File: src/sv/pmp_pkg.sv
`default_nettype none
package pmp_pkg;

    localparam int MAX_STATES = 16;
    localparam int MAX_PERIOD = 64;

    localparam int N_W      = $clog2(MAX_STATES);
    localparam int N_CNT_W  = $clog2(MAX_STATES + 1);
    localparam int P_W      = $clog2(MAX_PERIOD);
    localparam int P_CNT_W  = $clog2(MAX_PERIOD + 1);
    localparam int ADDR_W   = P_W + 2 * N_W;

    localparam int Q_W      = 32;
    localparam int STEP_W   = 16;
    localparam int SUM_W    = Q_W + 2;
    localparam int PROD_W   = 2 * Q_W;
    localparam int FRAC_W   = 31;

    localparam logic [Q_W-1:0] Q_ONE = 32'h8000_0000;

    localparam int IN_TDATA_W  = 48;
    localparam int OUT_TDATA_W = 56;
    localparam int OUT_PAD_W   = OUT_TDATA_W - (4 + Q_W + STEP_W);

    localparam int CFG_IDX_W  = 1;
    localparam int CFG_DATA_W = 7;
    localparam logic [CFG_IDX_W-1:0] CFG_STATES_IN_USE = 1'b0;
    localparam logic [CFG_IDX_W-1:0] CFG_PERIOD_LENGTH = 1'b1;

    typedef enum logic [1:0] {
        OP_LOAD_MATRIX = 2'd0,
        OP_LOAD_VECTOR = 2'd1,
        OP_STEP        = 2'd2
    } pmp_op_t;

    typedef enum logic [2:0] {
        ST_IDLE,
        ST_EMIT,
        ST_MAC,
        ST_DRAIN,
        ST_COMMIT
    } pmp_state_t;

    typedef struct packed {
        logic           load_mtx;
        logic           load_vec;
        logic           emit;
        logic           mac;
        logic           first;
        logic           last;
        logic           commit;
        logic [N_W-1:0] row;
        logic [N_W-1:0] col;
    } pmp_cmd_t;

    typedef struct packed {
        logic [N_W-1:0] n_m1;
        logic           out_free;
        logic           pipe_busy;
    } pmp_status_t;

    function automatic logic [Q_W-1:0] sat_q(input logic [SUM_W-1:0] v);
        logic [Q_W-1:0] r;
        if (v > SUM_W'(Q_ONE)) begin
            r = Q_ONE;
        end else begin
            r = v[Q_W-1:0];
        end
        return r;
    endfunction

endpackage
`default_nettype wire

File: src/sv/pmp_ctrl.sv
`default_nettype none
module pmp_ctrl (
    input  wire logic                 aclk,
    input  wire logic                 aresetn,
    input  wire logic                 s_tvalid,
    output logic                      s_tready,
    input  wire pmp_pkg::pmp_op_t     s_op,
    input  wire pmp_pkg::pmp_status_t status,
    output pmp_pkg::pmp_cmd_t         cmd
);

    pmp_pkg::pmp_state_t           state_reg, state_next;
    logic [pmp_pkg::N_W-1:0]       row_reg, row_next;
    logic [pmp_pkg::N_W-1:0]       col_reg, col_next;

    always_ff @(posedge aclk) begin
        if (!aresetn) begin
            state_reg <= pmp_pkg::ST_IDLE;
            row_reg   <= '0;
            col_reg   <= '0;
        end else begin
            state_reg <= state_next;
            row_reg   <= row_next;
            col_reg   <= col_next;
        end
    end

    always_comb begin
        state_next = state_reg;
        row_next   = row_reg;
        col_next   = col_reg;
        s_tready   = 1'b0;
        cmd        = '0;
        cmd.row    = row_reg;
        cmd.col    = col_reg;
        unique case (state_reg)
            pmp_pkg::ST_IDLE: begin
                s_tready = 1'b1;
                if (s_tvalid) begin
                    unique case (s_op)
                        pmp_pkg::OP_LOAD_MATRIX: cmd.load_mtx = 1'b1;
                        pmp_pkg::OP_LOAD_VECTOR: cmd.load_vec = 1'b1;
                        pmp_pkg::OP_STEP: begin
                            row_next   = '0;
                            col_next   = '0;
                            state_next = pmp_pkg::ST_EMIT;
                        end
                        default: ;
                    endcase
                end
            end
            pmp_pkg::ST_EMIT: begin
                cmd.last = (row_reg == status.n_m1);
                if (status.out_free) begin
                    cmd.emit = 1'b1;
                    if (row_reg == status.n_m1) begin
                        row_next   = '0;
                        state_next = pmp_pkg::ST_MAC;
                    end else begin
                        row_next = row_reg + 1'b1;
                    end
                end
            end
            pmp_pkg::ST_MAC: begin
                cmd.mac   = 1'b1;
                cmd.first = (col_reg == '0);
                cmd.last  = (col_reg == status.n_m1);
                if (col_reg == status.n_m1) begin
                    col_next = '0;
                    if (row_reg == status.n_m1) begin
                        row_next   = '0;
                        state_next = pmp_pkg::ST_DRAIN;
                    end else begin
                        row_next = row_reg + 1'b1;
                    end
                end else begin
                    col_next = col_reg + 1'b1;
                end
            end
            pmp_pkg::ST_DRAIN: begin
                if (!status.pipe_busy) begin
                    state_next = pmp_pkg::ST_COMMIT;
                end
            end
            pmp_pkg::ST_COMMIT: begin
                cmd.commit = 1'b1;
                state_next = pmp_pkg::ST_IDLE;
            end
            default: state_next = pmp_pkg::ST_IDLE;
        endcase
    end

endmodule
`default_nettype wire

File: config.mk
export PLATFORM = sky130hd
export DESIGN_NAME = pmp_ctrl
export DESIGN_NICKNAME = d
export VERILOG_FILES = /design/src/sv/pmp_pkg.sv /design/src/sv/pmp_ctrl.sv
export SDC_FILE = /design/constraint.sdc
export NUM_CORES = 1
export LEC_CHECK = 0
export ABC_AREA = 1
export BUFFER_PORTS_ARGS = -buffer_cell sky130_fd_sc_hd__buf_4
export CORE_MARGIN = 2
export CORE_UTILIZATION = 45
export DETAILED_ROUTE_END_ITERATION = 7
export GPL_ROUTABILITY_DRIVEN = 0
export PLACE_DENSITY = 0.74
export SETUP_SLACK_MARGIN = 0.3
export SLEW_MARGIN = 20
export SYNTH_ARGS = -nofsm -noshare
export SYNTH_HDL_FRONTEND = slang
export SYNTH_SLANG_ARGS = --single-unit
File: constraint.sdc
create_clock -name aclk -period 1.35 [get_ports aclk]
set_input_delay 0.135 -clock aclk [delete_from_list [all_inputs] [get_ports aclk]]
set_output_delay 0.135 -clock aclk [all_outputs]
set_load 0.01 [all_outputs]
==> summary.txt, run 1 <==
Status
  – Status: complete, but fails checks
  – Violated checks: negative setup slack

Final layout
  – Antenna fix cells: 0
  – Commonest non-fill, non-tap cell in the layout: buf_4
  – Share of layout cells above drive strength 1: 62.80%
  – Commonest cells after routing, fill and taps aside: buf_4 (40), nand2_1 (35), buf_6 (18)
  – Final net count: 222
  – Finished Cell Area: 1704 um2
  – Area grow syn2layout: 95.97%

Clocking
  – Insertion delay to the later sink of the worst-skew pair: 0.28 ns
  – Clock-pin slew on the worst setup and hold paths: 0.08 ns
  – Clock tree from TritonCTS: built
  – H-tree depth: 1
  – Hold_buf cts: 0
  – Max Root-Sink Buffers: 2
  – Clk Tree Root Cell: clkbuf_4
  – CTS buffer count: 3
  – Clock tree sinks: 11

Yosys
  – Register area share after synthesis: 25.32%
  – Synthesized instance count: 145
  – Syn nets: 159
  – Register bit total from synthesis: 11
  – Ys Warns: 0
  – Mean post-synth cell area: 5.997 um2
  – Netlist Area Pre-Place: 869.6 um2
  – Unique masters post-synth: 22

Global routing
  – Tot GR Track Use: 29.76%
  – Largest net degree at the start of global routing: 7
  – Vias in the first global route: 1087
  – Initial antenna violation count: 0
  – Total grt overflow: 0
  – First-pass GRT wire length: 4.719 mm

STA
  – Max-slew headroom: 80.90%
  – RSZ-0062 raised after global routing: true
  – Final Hold Viols: 0
  – Final Slew Violations: 0
  – Final worst-path cycle share: 139.7%
  – Clk_skew: 0.002421 ns
  – Worst-Margin Slew: 0.2862 ns
  – Setup ws final: -0.5361 ns
  – Top achievable clock speed: 530.2 MHz
  – Setup TNS: -5.367 ns
  – Crit path time final: 1.886 ns
  – Final setup vio count: 19

Critical path
  – Startpoint types: register
  – CP arrival: 2.06 ns
  – Worst path required time: 1.52 ns
  – Reg2reg setup slack: -0.54 ns
  – Crit-path max FO: 3
  – Critical path class: reg2reg
  – Critical path capture point type: register

Detailed routing
  – Routed length per placed instance: 23.49 um
  – DRT antenna net count: 0
  – Drt first pass iters: 6
  – Drt initial violations: 162
  – Final wirelength: 5.450 mm
  – Vias per cell: 6.349
  – Via count: 1473
  – Drt drc: 0

Die
  – Vert. Die Dim: 47.96 um
  – Initial core utilization: 49.29%
  – Die area: 2300 um2
  – Core area: 1764 um2
  – Row cnt: 15
  – Die W: 47.96 um
  – I/O pins: 27

Hold path
  – Type of the worst min-delay path: in2reg

Place
  – Dpl cell area: 1185 um2
  – Hpwl dp: 1.806 mm
  – Placement Setup Slack: -0.02286 ns
  – Port Buffer Count: 26

Pwr
  – P_leak: 0.8213 nW
  – PwrDens: 1885 nW/um2
  – VDD IR max: 1.467 mV

Flow run
  – Max Cap Viol: 0
==> cells in the mapped netlist (all sizes together) <==
library cell | number | share of area, %
nand2 | 53 | 25
inv | 26 | 11
nor2 | 22 | 12
dfxtp | 11 | 25
nand3 | 10 | 7.8
a21oi | 7 | 4.0
ha | 3 | 4.3
xor2 | 3 | 3.0
nand4 | 2 | 1.4
nor3 | 2 | 1.2
nor4 | 2 | 1.4
a21boi | 1 | 1.3
o21ai | 1 | 0.57
o22ai | 1 | 0.72
xnor2 | 1 | 1.0
==> cell families after synthesis <==
logic type,synth area share [%]
flip-flops,25.32
XOR/XNOR,4.030
AO/OA/AOI/OAI,6.618
buffers and inverters,11.22
AND/OR/NAND/NOR,48.49
adder cells (fa/ha/maj),4.317
==> worst max-delay path, cell delays in order (launching register included) <==
cell and delay (ns):
dfxtp_2 0.36, inv_1 0.13, nand2_1 0.12, nand2_1 0.08, nor2_1 0.20, nand2_1 0.13
buf_4 0.18, a21boi_4 0.16, nand2_2 0.13, nor2_1 0.19, nor2_1 0.09
==> layer usage <==
layer	share of wire, %	up-vias	global-route usage [%]
met5	0	-	0
met4	10	0	8.649
met3	12	76	5.283
met2	44	175	51.73
met1	33	651	37.19
li1	-	571	-
==> final timing paths <==
| check | from | endpoint | depth (start not counted) |
|---|---|---|---|
| setup / recovery | col_reg[1]$_SDFFE_PN0P_ | state_reg[0]$_SDFFE_PN0P_ | 10 |
| hold / removal | aresetn | state_reg[1]$_SDFFE_PN0P_ | 3 |
| setup reg to reg | col_reg[1]$_SDFFE_PN0P_ | state_reg[0]$_SDFFE_PN0P_ | 10 |
| hold reg to reg | row_reg[3]$_SDFFE_PN0P_ | row_reg[3]$_SDFFE_PN0P_ | 2 |
==> metrics by stage <==
stage | total power (W) | cells | hold WS, ns | utilization (%)
finish | 0.003213 | 232 | 0.1641 | 96.60
global route | 0.003290 | 232 | 0.1502 | 96.60
CTS | 0.002468 | 224 | 0.1214 | 85.11
detailed placement | 0.001685 | 202 | 0.4157 | 67.16
global placement | 0.001651 | 202 | 0.4076 | 67.16
floorplan | 0.001316 | 145 | 0.2480 | -
==> timing repair <==
item / in CTS / in global routing
cloned: 0 / 0
buffers inserted: 18 / 8
pin swaps: 19 / 14
hold endpoints to repair: 0 / 0
resized for setup: 47 / 42
setup endpoints to repair: 20 / 21
==> power by group <==
group	leakage (nW)	total [W]	switching, W	internal [W]
combinational	0.710	0.00242	0.00138	0.00104
clock	0.0150	0.000254	0.000139	0.000115
sequential	0.0966	0.000534	0.000121	0.000413
total	0.821	0.00321	0.00164	0.00157
==> area by class of cell <==
class / count / area, um2
inverter: 26 / 115.1
tap: 25 / 31.28
multi-input combinational: 108 / 777.0
timing repair buffer: 58 / 503.0
sequential: 11 / 251.5
fill: 36 / 60.06
clock buffer: 4 / 26.28
No activity file was read; power rests on OpenSTA's default activity.
==> run 2: changes to the inputs <==
==> constraint.sdc (replaced) <==
create_clock -name aclk -period 1.35 [get_ports aclk]
set_input_delay 0.3375 -clock aclk [delete_from_list [all_inputs] [get_ports aclk]]
set_output_delay 0.3375 -clock aclk [all_outputs]
set_load 0.005 [all_outputs]
==> run 2 against run 1 <==
Net effect: the run now fails in global routing (5_1_grt); area after synthesis unchanged; synthesized cell count unchanged.
==> summary.txt, run 2 <==
Status
  – Status: aborted with a tool error
  – Failed at: global routing (5_1_grt)
  – Tool error: [ERROR DPL-0038] Utilization greater than 100%, impossible to legalize

Yosys
  – Top cell type by total area after synthesis: dfxtp_1
  – Netlist Area Pre-Place: 869.6 um2
  – Synth top area cells: dfxtp_1 (25%), nand2_1 (21%), inv_1 (10%)
  – Synth top cells by count: nand2_1 (48), inv_1 (24), nor2_1 (18)
  – Synth async-reset ratio: 0%
  – Syn nets: 159
  – Area share of the largest cell type after synthesis: 25.32%
  – Ys flop type: dfxtp_1
  – Most numerous cell in the Yosys netlist: nand2_1
  – Ys Warns: 0
  – Unique masters post-synth: 22
  – Mean post-synth cell area: 5.997 um2
  – Synthesized instance count: 145
  – Register area share after synthesis: 25.32%
  – Register bit total from synthesis: 11
  – EDFF count, synth: 0

Die
  – Row cnt: 15
  – Vert. Die Dim: 47.96 um
  – Die W: 47.96 um
  – Initial core utilization: 49.29%
  – I/O pins: 27

Place
  – Dpl cell area: 1240 um2
  – Port Buffer Count: 26
  – Hpwl dp: 1.892 mm
  – Dpl cells: 210

Clocking
  – H-tree depth: 1
  – Max Root-Sink Buffers: 2
  – Hold_buf cts: 0
  – Clk Tree Root Cell: clkbuf_4
  – CTS buffer count: 3
  – Clock tree sinks: 11

STA
  – Post-GRT worst EP: cmd[9]
  – Worst ep type: primary output

Global routing
  – Largest net degree at the start of global routing: 8
run 2: kinds of logic after synthesis:
family	after synthesis	synth area share (%)
AND/OR/NAND/NOR	91	48.49
buffers and inverters	26	11.22
flip-flops	11	25.32
AO/OA/AOI/OAI	10	6.618
XOR/XNOR	4	4.030
adder cells (fa/ha/maj)	3	4.317
run 2: what timing repair did:
action                     in CTS
setup endpoints to repair      27
gates resized for setup        52
pin swaps                      24
setup buffers                  13
gates cloned                    0
run 2: stage by stage:
step	TNS [ns]	setup WS, ns
3_3_place_gp	-0.1989	-0.08928
3_5_place_dp	-0.3760	-0.08080
2_1_floorplan	0	0.1089
4_1_cts	-2.386	-0.2872
==> run 3: changes to the inputs <==
CORE_AREA = 2 2 63 65   (was default)
CORE_MARGIN = default   (was 2)
CORE_UTILIZATION = default   (was 45)
DIE_AREA = 0 0 65 67   (was default)
PLACE_DENSITY = default   (was 0.74)
PLACE_DENSITY_LB_ADDON = 0.15   (was default)
SETUP_SLACK_MARGIN = default   (was 0.3)
clock period = 1.8 ns   (was 1.35 ns; I/O delays follow)
==> run 3 against run 2 <==
Net effect: the flow now finishes without violations.
==> summary.txt, run 3 (synthesis results as in run 1) <==
STA
  – Crit path time final: 1.736 ns
  – Worst-Margin Slew: 0.2421 ns
  – Final Hold Viols: 0
  – Setup TNS: 0 ns
  – Final Slew Violations: 0
  – RSZ-0062 raised after global routing: true
  – Max-slew headroom: 83.75%
  – Final worst-path cycle share: 96.47%
  – Final setup vio count: 0
  – Clk_skew: 0.001661 ns
  – Top achievable clock speed: 575.9 MHz

Place
  – Port Buffer Count: 26
  – Hpwl dp: 1.870 mm

Pwr
  – PwrDens: 1183 nW/um2
  – Total power after layout: 0.001491 W
  – VDD IR max: 0.5725 mV
  – P_leak: 0.6375 nW

Critical path
  – Critical path class: reg2out
  – Startpoint types: register
  – Critical path capture point type: primary output
  – Worst path required time: 1.35 ns
  – CP arrival: 1.29 ns
  – Crit-path max FO: 5

Clocking
  – H-tree depth: 1
  – Clk Tree Root Cell: clkbuf_8
  – Max Root-Sink Buffers: 2
  – Clock tree from TritonCTS: built
  – CTS buffer count: 3
  – Insertion delay to the later sink of the worst-skew pair: 0.24 ns
  – Clock tree sinks: 11
  – Hold_buf cts: 0
  – Clock-pin slew on the worst setup and hold paths: 0.05 ns

Detailed routing
  – Drt drc: 0
  – Via count: 975
  – Drt first pass iters: 4
  – Drt initial violations: 23
  – Vias per cell: 4.276
  – DRT antenna net count: 0
  – Final wirelength: 2.335 mm
  – Routed length per placed instance: 10.24 um

Final layout
  – Final net count: 195
  – Commonest non-fill, non-tap cell in the layout: nand2_1
  – Commonest cells after routing, fill and taps aside: nand2_1 (46), buf_4 (31), inv_1 (22)
  – Share of layout cells above drive strength 1: 35.56%
  – Area grow syn2layout: 44.89%
  – Fillers: 402
  – Antenna fix cells: 0

Die
  – Die area: 4355 um2
  – I/O pins: 27
  – Vert. Die Dim: 67 um
  – Die W: 65 um
  – Initial core utilization: 24.12%
  – Row cnt: 22
  – Core area: 3606 um2

Global routing
  – First-pass GRT wire length: 4.098 mm
  – Vias in the first global route: 947
  – Total grt overflow: 0
  – Largest net degree at the start of global routing: 8
  – Tot GR Track Use: 12.34%
  – Initial antenna violation count: 0

Status
  – Status: completed

Hold path
  – Type of the worst min-delay path: in2reg

Flow run
  – Max Cap Viol: 0
==> run 3: path summary, 6_finish.rpt <==
check	from	to	slack, ns	cells after the start
max	col_reg[2]$_SDFFE_PN0P_	cmd[9]	0.06	7
min	aresetn	state_reg[0]$_SDFFE_PN0P_	0.49	3
max reg2reg	state_reg[2]$_SDFFE_PN0P_	row_reg[1]$_SDFFE_PN0P_	0.29	11
min reg2reg	row_reg[3]$_SDFFE_PN0P_	row_reg[3]$_SDFFE_PN0P_	0.51	2
==> run 3: layout make-up <==
type | count | area, um2 | area share, %
timing repair buffer | 31 | 232.7 | 18.47
clock buffer | 4 | 45.04 | 3.575
tap | 48 | 60.06 | 4.767
sequential | 11 | 237.7 | 18.87
inverter | 26 | 97.59 | 7.746
multi-input combinational | 108 | 586.8 | 46.57
==> run 3: per-stage QoR <==
stage                     utilization (%)  cell area, um2  std cells  worst slack (ns)  hold WS [ns]
final                               34.94            1260        228           0.06355        0.4865
after global routing                34.94            1260        228          -0.05770        0.4982
after CTS                           33.14            1195        225           0.01107        0.4949
after detailed placement            31.40            1132        220            0.1140        0.5301
after global placement              31.40            1132        220            0.1126        0.5318
after floorplan                         -           869.6        145            0.3960        0.5078
==> run 3: repair_timing <==
action,4_1_cts,5_1_grt
gates resized for setup,4,16
endpoints found under the hold margin,0,0
buffers inserted,1,3
endpoints found under the setup margin,3,3
pin swaps,1,5
==> run 3: report_power, final <==
part | switching, W | internal (W)
clock network | 0.0000965 | 0.000156
logic | 0.000500 | 0.000365
registers | 0.0000697 | 0.000304
total | 0.000667 | 0.000824
==> run 3: routing by layer <==
metal  up-vias  track usage (%)  routed length (um)
met4         0            5.585                  27
met2        25            20.49                1110
met5         -                0                   0
met1       433            15.49                1108
met3         2            2.196                  88
li1        515                -                   -
==> run 3: critical path, cell delays in order, from the launching register on <==
cell     delay [ns]
dfxtp_2        0.37
inv_1          0.06
nand2_1        0.05
nand2_1        0.06
nor2_2         0.12
nand2_2        0.09
o22ai_2        0.16
buf_4          0.13
==> run 4: changes to the inputs <==
ABC_AREA = default   (was 1)
==> run 4 against run 3 <==
Net effect: the flow now finishes with violations (negative setup slack); worst setup slack worse by 0.090 ns; synthesized cell count is 35% lower; critical path depth stayed put; clock power hardly changed; area after synthesis is 11% lower; power is 39% lower; clock-buffer cell count stayed put; worst hold slack better by 0.014 ns; fmax is 4.9% lower; first-iteration DRC count is 17% higher; largest cell class unchanged; largest power group unchanged.
==> summary.txt, run 4 <==
Status
  – Status: complete, but fails checks
  – Violated checks: negative setup slack

Yosys
  – Top cell type by total area after synthesis: dfxtp_1
  – Area share of the largest cell type after synthesis: 28.39%
  – Register bit total from synthesis: 11
  – Netlist Area Pre-Place: 775.7 um2
  – Ys flop type: dfxtp_1
  – Synth top cells by count: dfxtp_1 (11), nor2_1 (11), nand2_1 (8)
  – Synth top area cells: dfxtp_1 (28%), xnor2_1 (6.8%), xor2_1 (5.6%)
  – Ys Warns: 0
  – Unique masters post-synth: 30
  – Syn nets: 108
  – Synthesized instance count: 94
  – EDFF count, synth: 0
  – Mean post-synth cell area: 8.253 um2
  – Register area share after synthesis: 28.39%
  – Synth async-reset ratio: 0%

Detailed routing
  – Routed length per placed instance: 12.46 um
  – Final wirelength: 2.342 mm
  – WL met1: 1.112 mm
  – Top sig layer: met4
  – WL met2: 1.117 mm
  – DR WL met3: 98 um
  – Drt drc: 0
  – Vias per cell: 4.521
  – Drt initial violations: 27
  – Drt first pass iters: 4
  – DRT antenna net count: 0
  – Via count: 850

Die
  – Core area: 3606 um2
  – Die area: 4355 um2
  – I/O pins: 27
  – Initial core utilization: 21.51%
  – Die W: 65 um
  – Row cnt: 22
  – Vert. Die Dim: 67 um

Global routing
  – Vias in the first global route: 807
  – Largest net degree at the start of global routing: 10
  – First-pass GRT wire length: 3.677 mm
  – Initial antenna violation count: 0
  – Tot GR Track Use: 10.85%
  – Total grt overflow: 0

Final layout
  – Share of layout cells above drive strength 1: 47.86%
  – Antenna fix cells: 0
  – Final Util: 36.99%
  – Final net count: 155
  – Finished Cell Area: 1334 um2
  – Layout Cells excl Fill: 188
  – Area grow syn2layout: 71.94%
  – Commonest non-fill, non-tap cell in the layout: buf_4
  – Commonest cells after routing, fill and taps aside: buf_4 (42), nor2_1 (11), nand2_1 (8)

Clocking
  – Insertion delay to the later sink of the worst-skew pair: 0.24 ns
  – Clk Tree Root Cell: clkbuf_8
  – Clock tree sinks: 11
  – H-tree depth: 1
  – Clock-pin slew on the worst setup and hold paths: 0.05 ns
  – Max Root-Sink Buffers: 2
  – Clock tree from TritonCTS: built
  – CTS buffer count: 3
  – Hold_buf cts: 0

STA
  – Clk_skew: 0.003976 ns
  – RSZ-0062 raised after global routing: true
  – Max-slew headroom: 75.46%
  – Hold WS: 0.5003 ns
  – Top achievable clock speed: 547.5 MHz
  – Final worst-path cycle share: 101.5%
  – Setup ws final: -0.02661 ns
  – Final Hold Viols: 0
  – Crit path time final: 1.827 ns
  – Final setup vio count: 1
  – Worst-Margin Slew: 0.3669 ns
  – Final Slew Violations: 0

Pwr
  – VDD IR max: 0.2981 mV
  – Total power after layout: 0.0009138 W
  – PwrDens: 685.1 nW/um2
  – P_leak: 0.5937 nW

Place
  – Dpl cells: 176
  – Dpl cell area: 1100 um2
  – Hpwl dp: 1.720 mm
  – Port Buffer Count: 26

Critical path
  – CP arrival: 1.38 ns
  – Critical path class: in2out
  – Critical path capture point type: primary output
  – Worst path required time: 1.35 ns
  – Startpoint types: input pin
  – Crit-path max FO: 2

Flow run
  – Max Cap Viol: 0

Hold path
  – Type of the worst min-delay path: reg2reg
==> run 4: changes by cell type after synthesis, moves of 3 or more <==
cell and delta:
and3b_1 +3, xnor2_1 +5, and3_1 +4, nor2_1 -7, nand3_1 -8, nand2_1 -40
a21oi_1 -3, inv_1 -19, nand2_2 -4, nor3_1 +3
==> run 4: cells by family (layout without fill, tap and decap cells) <==
family / Yosys count / count (layout) / synth area share [%]
AND/OR/NAND/NOR: 42 / 42 / 28.71
AO/OA/AOI/OAI: 17 / 17 / 18.06
XOR/XNOR: 12 / 12 / 14.52
flip-flops: 11 / 11 / 28.39
buffers and inverters: 8 / 54 / 4.193
adder cells (fa/ha/maj): 3 / 3 / 4.839
multiplexers: 1 / 1 / 1.290
==> run 4: path summary, 6_finish.rpt <==
path | to | cells past startpoint | slack (ns) | from
setup / recovery | cmd[9] | 7 | -0.03 | status[5]
hold / removal | row_reg[0]$_SDFFE_PN0P_ | 2 | 0.50 | row_reg[0]$_SDFFE_PN0P_
setup reg to reg | row_reg[1]$_SDFFE_PN0P_ | 6 | 0.01 | col_reg[1]$_SDFFE_PN0P_
hold reg to reg | row_reg[0]$_SDFFE_PN0P_ | 2 | 0.50 | row_reg[0]$_SDFFE_PN0P_
==> run 4: final cells by class <==
class / count / area [um2]
clock buffers: 4 / 45.04
repair buffers: 45 / 349.1
fillers: 383 / 2272
inverters: 5 / 18.77
flip-flops and latches: 11 / 247.7
multi-input cells: 75 / 613.1
well taps: 48 / 60.06
==> run 4: report_power, final <==
| part | internal (W) | leakage [nW] | switching (W) |
|---|---|---|---|
| clock network | 0.000156 | 0.0228 | 0.0000992 |
| registers | 0.000257 | 0.0952 | 0.0000297 |
| logic | 0.000186 | 0.476 | 0.000186 |
| total | 0.000599 | 0.594 | 0.000315 |
==> run 4: metal layers <==
| metal | vias up | global-route usage (%) |
|---|---|---|
| met5 | - | 0 |
| met4 | 0 | 3.191 |
| met3 | 2 | 2.027 |
| met2 | 23 | 18.56 |
| met1 | 398 | 13.79 |
| li1 | 427 | - |
==> run 4: stage by stage <==
step / setup slack (ns) / setup TNS, ns
6_report: -0.02661 / -0.02661
5_1_grt: -0.1147 / -0.3486
4_1_cts: -0.04353 / -0.05713
3_5_place_dp: -0.1275 / -0.5412
3_3_place_gp: -0.1038 / -0.4534
2_1_floorplan: 0.05277 / 0
==> run 4: worst max-delay path, cell delays in order <==
cell and delay, ns:
buf_4 0.14, xnor2_2 0.16, nand4_1 0.15, nor3_2 0.19, a31oi_1 0.06, nor2_1 0.11
buf_4 0.12
==> run 4: timing repair <==
action / CTS / global route
setup endpoints to repair: 2 / 7
pin swaps: 6 / 10
gates resized for setup: 16 / 13
setup buffers: 4 / 4
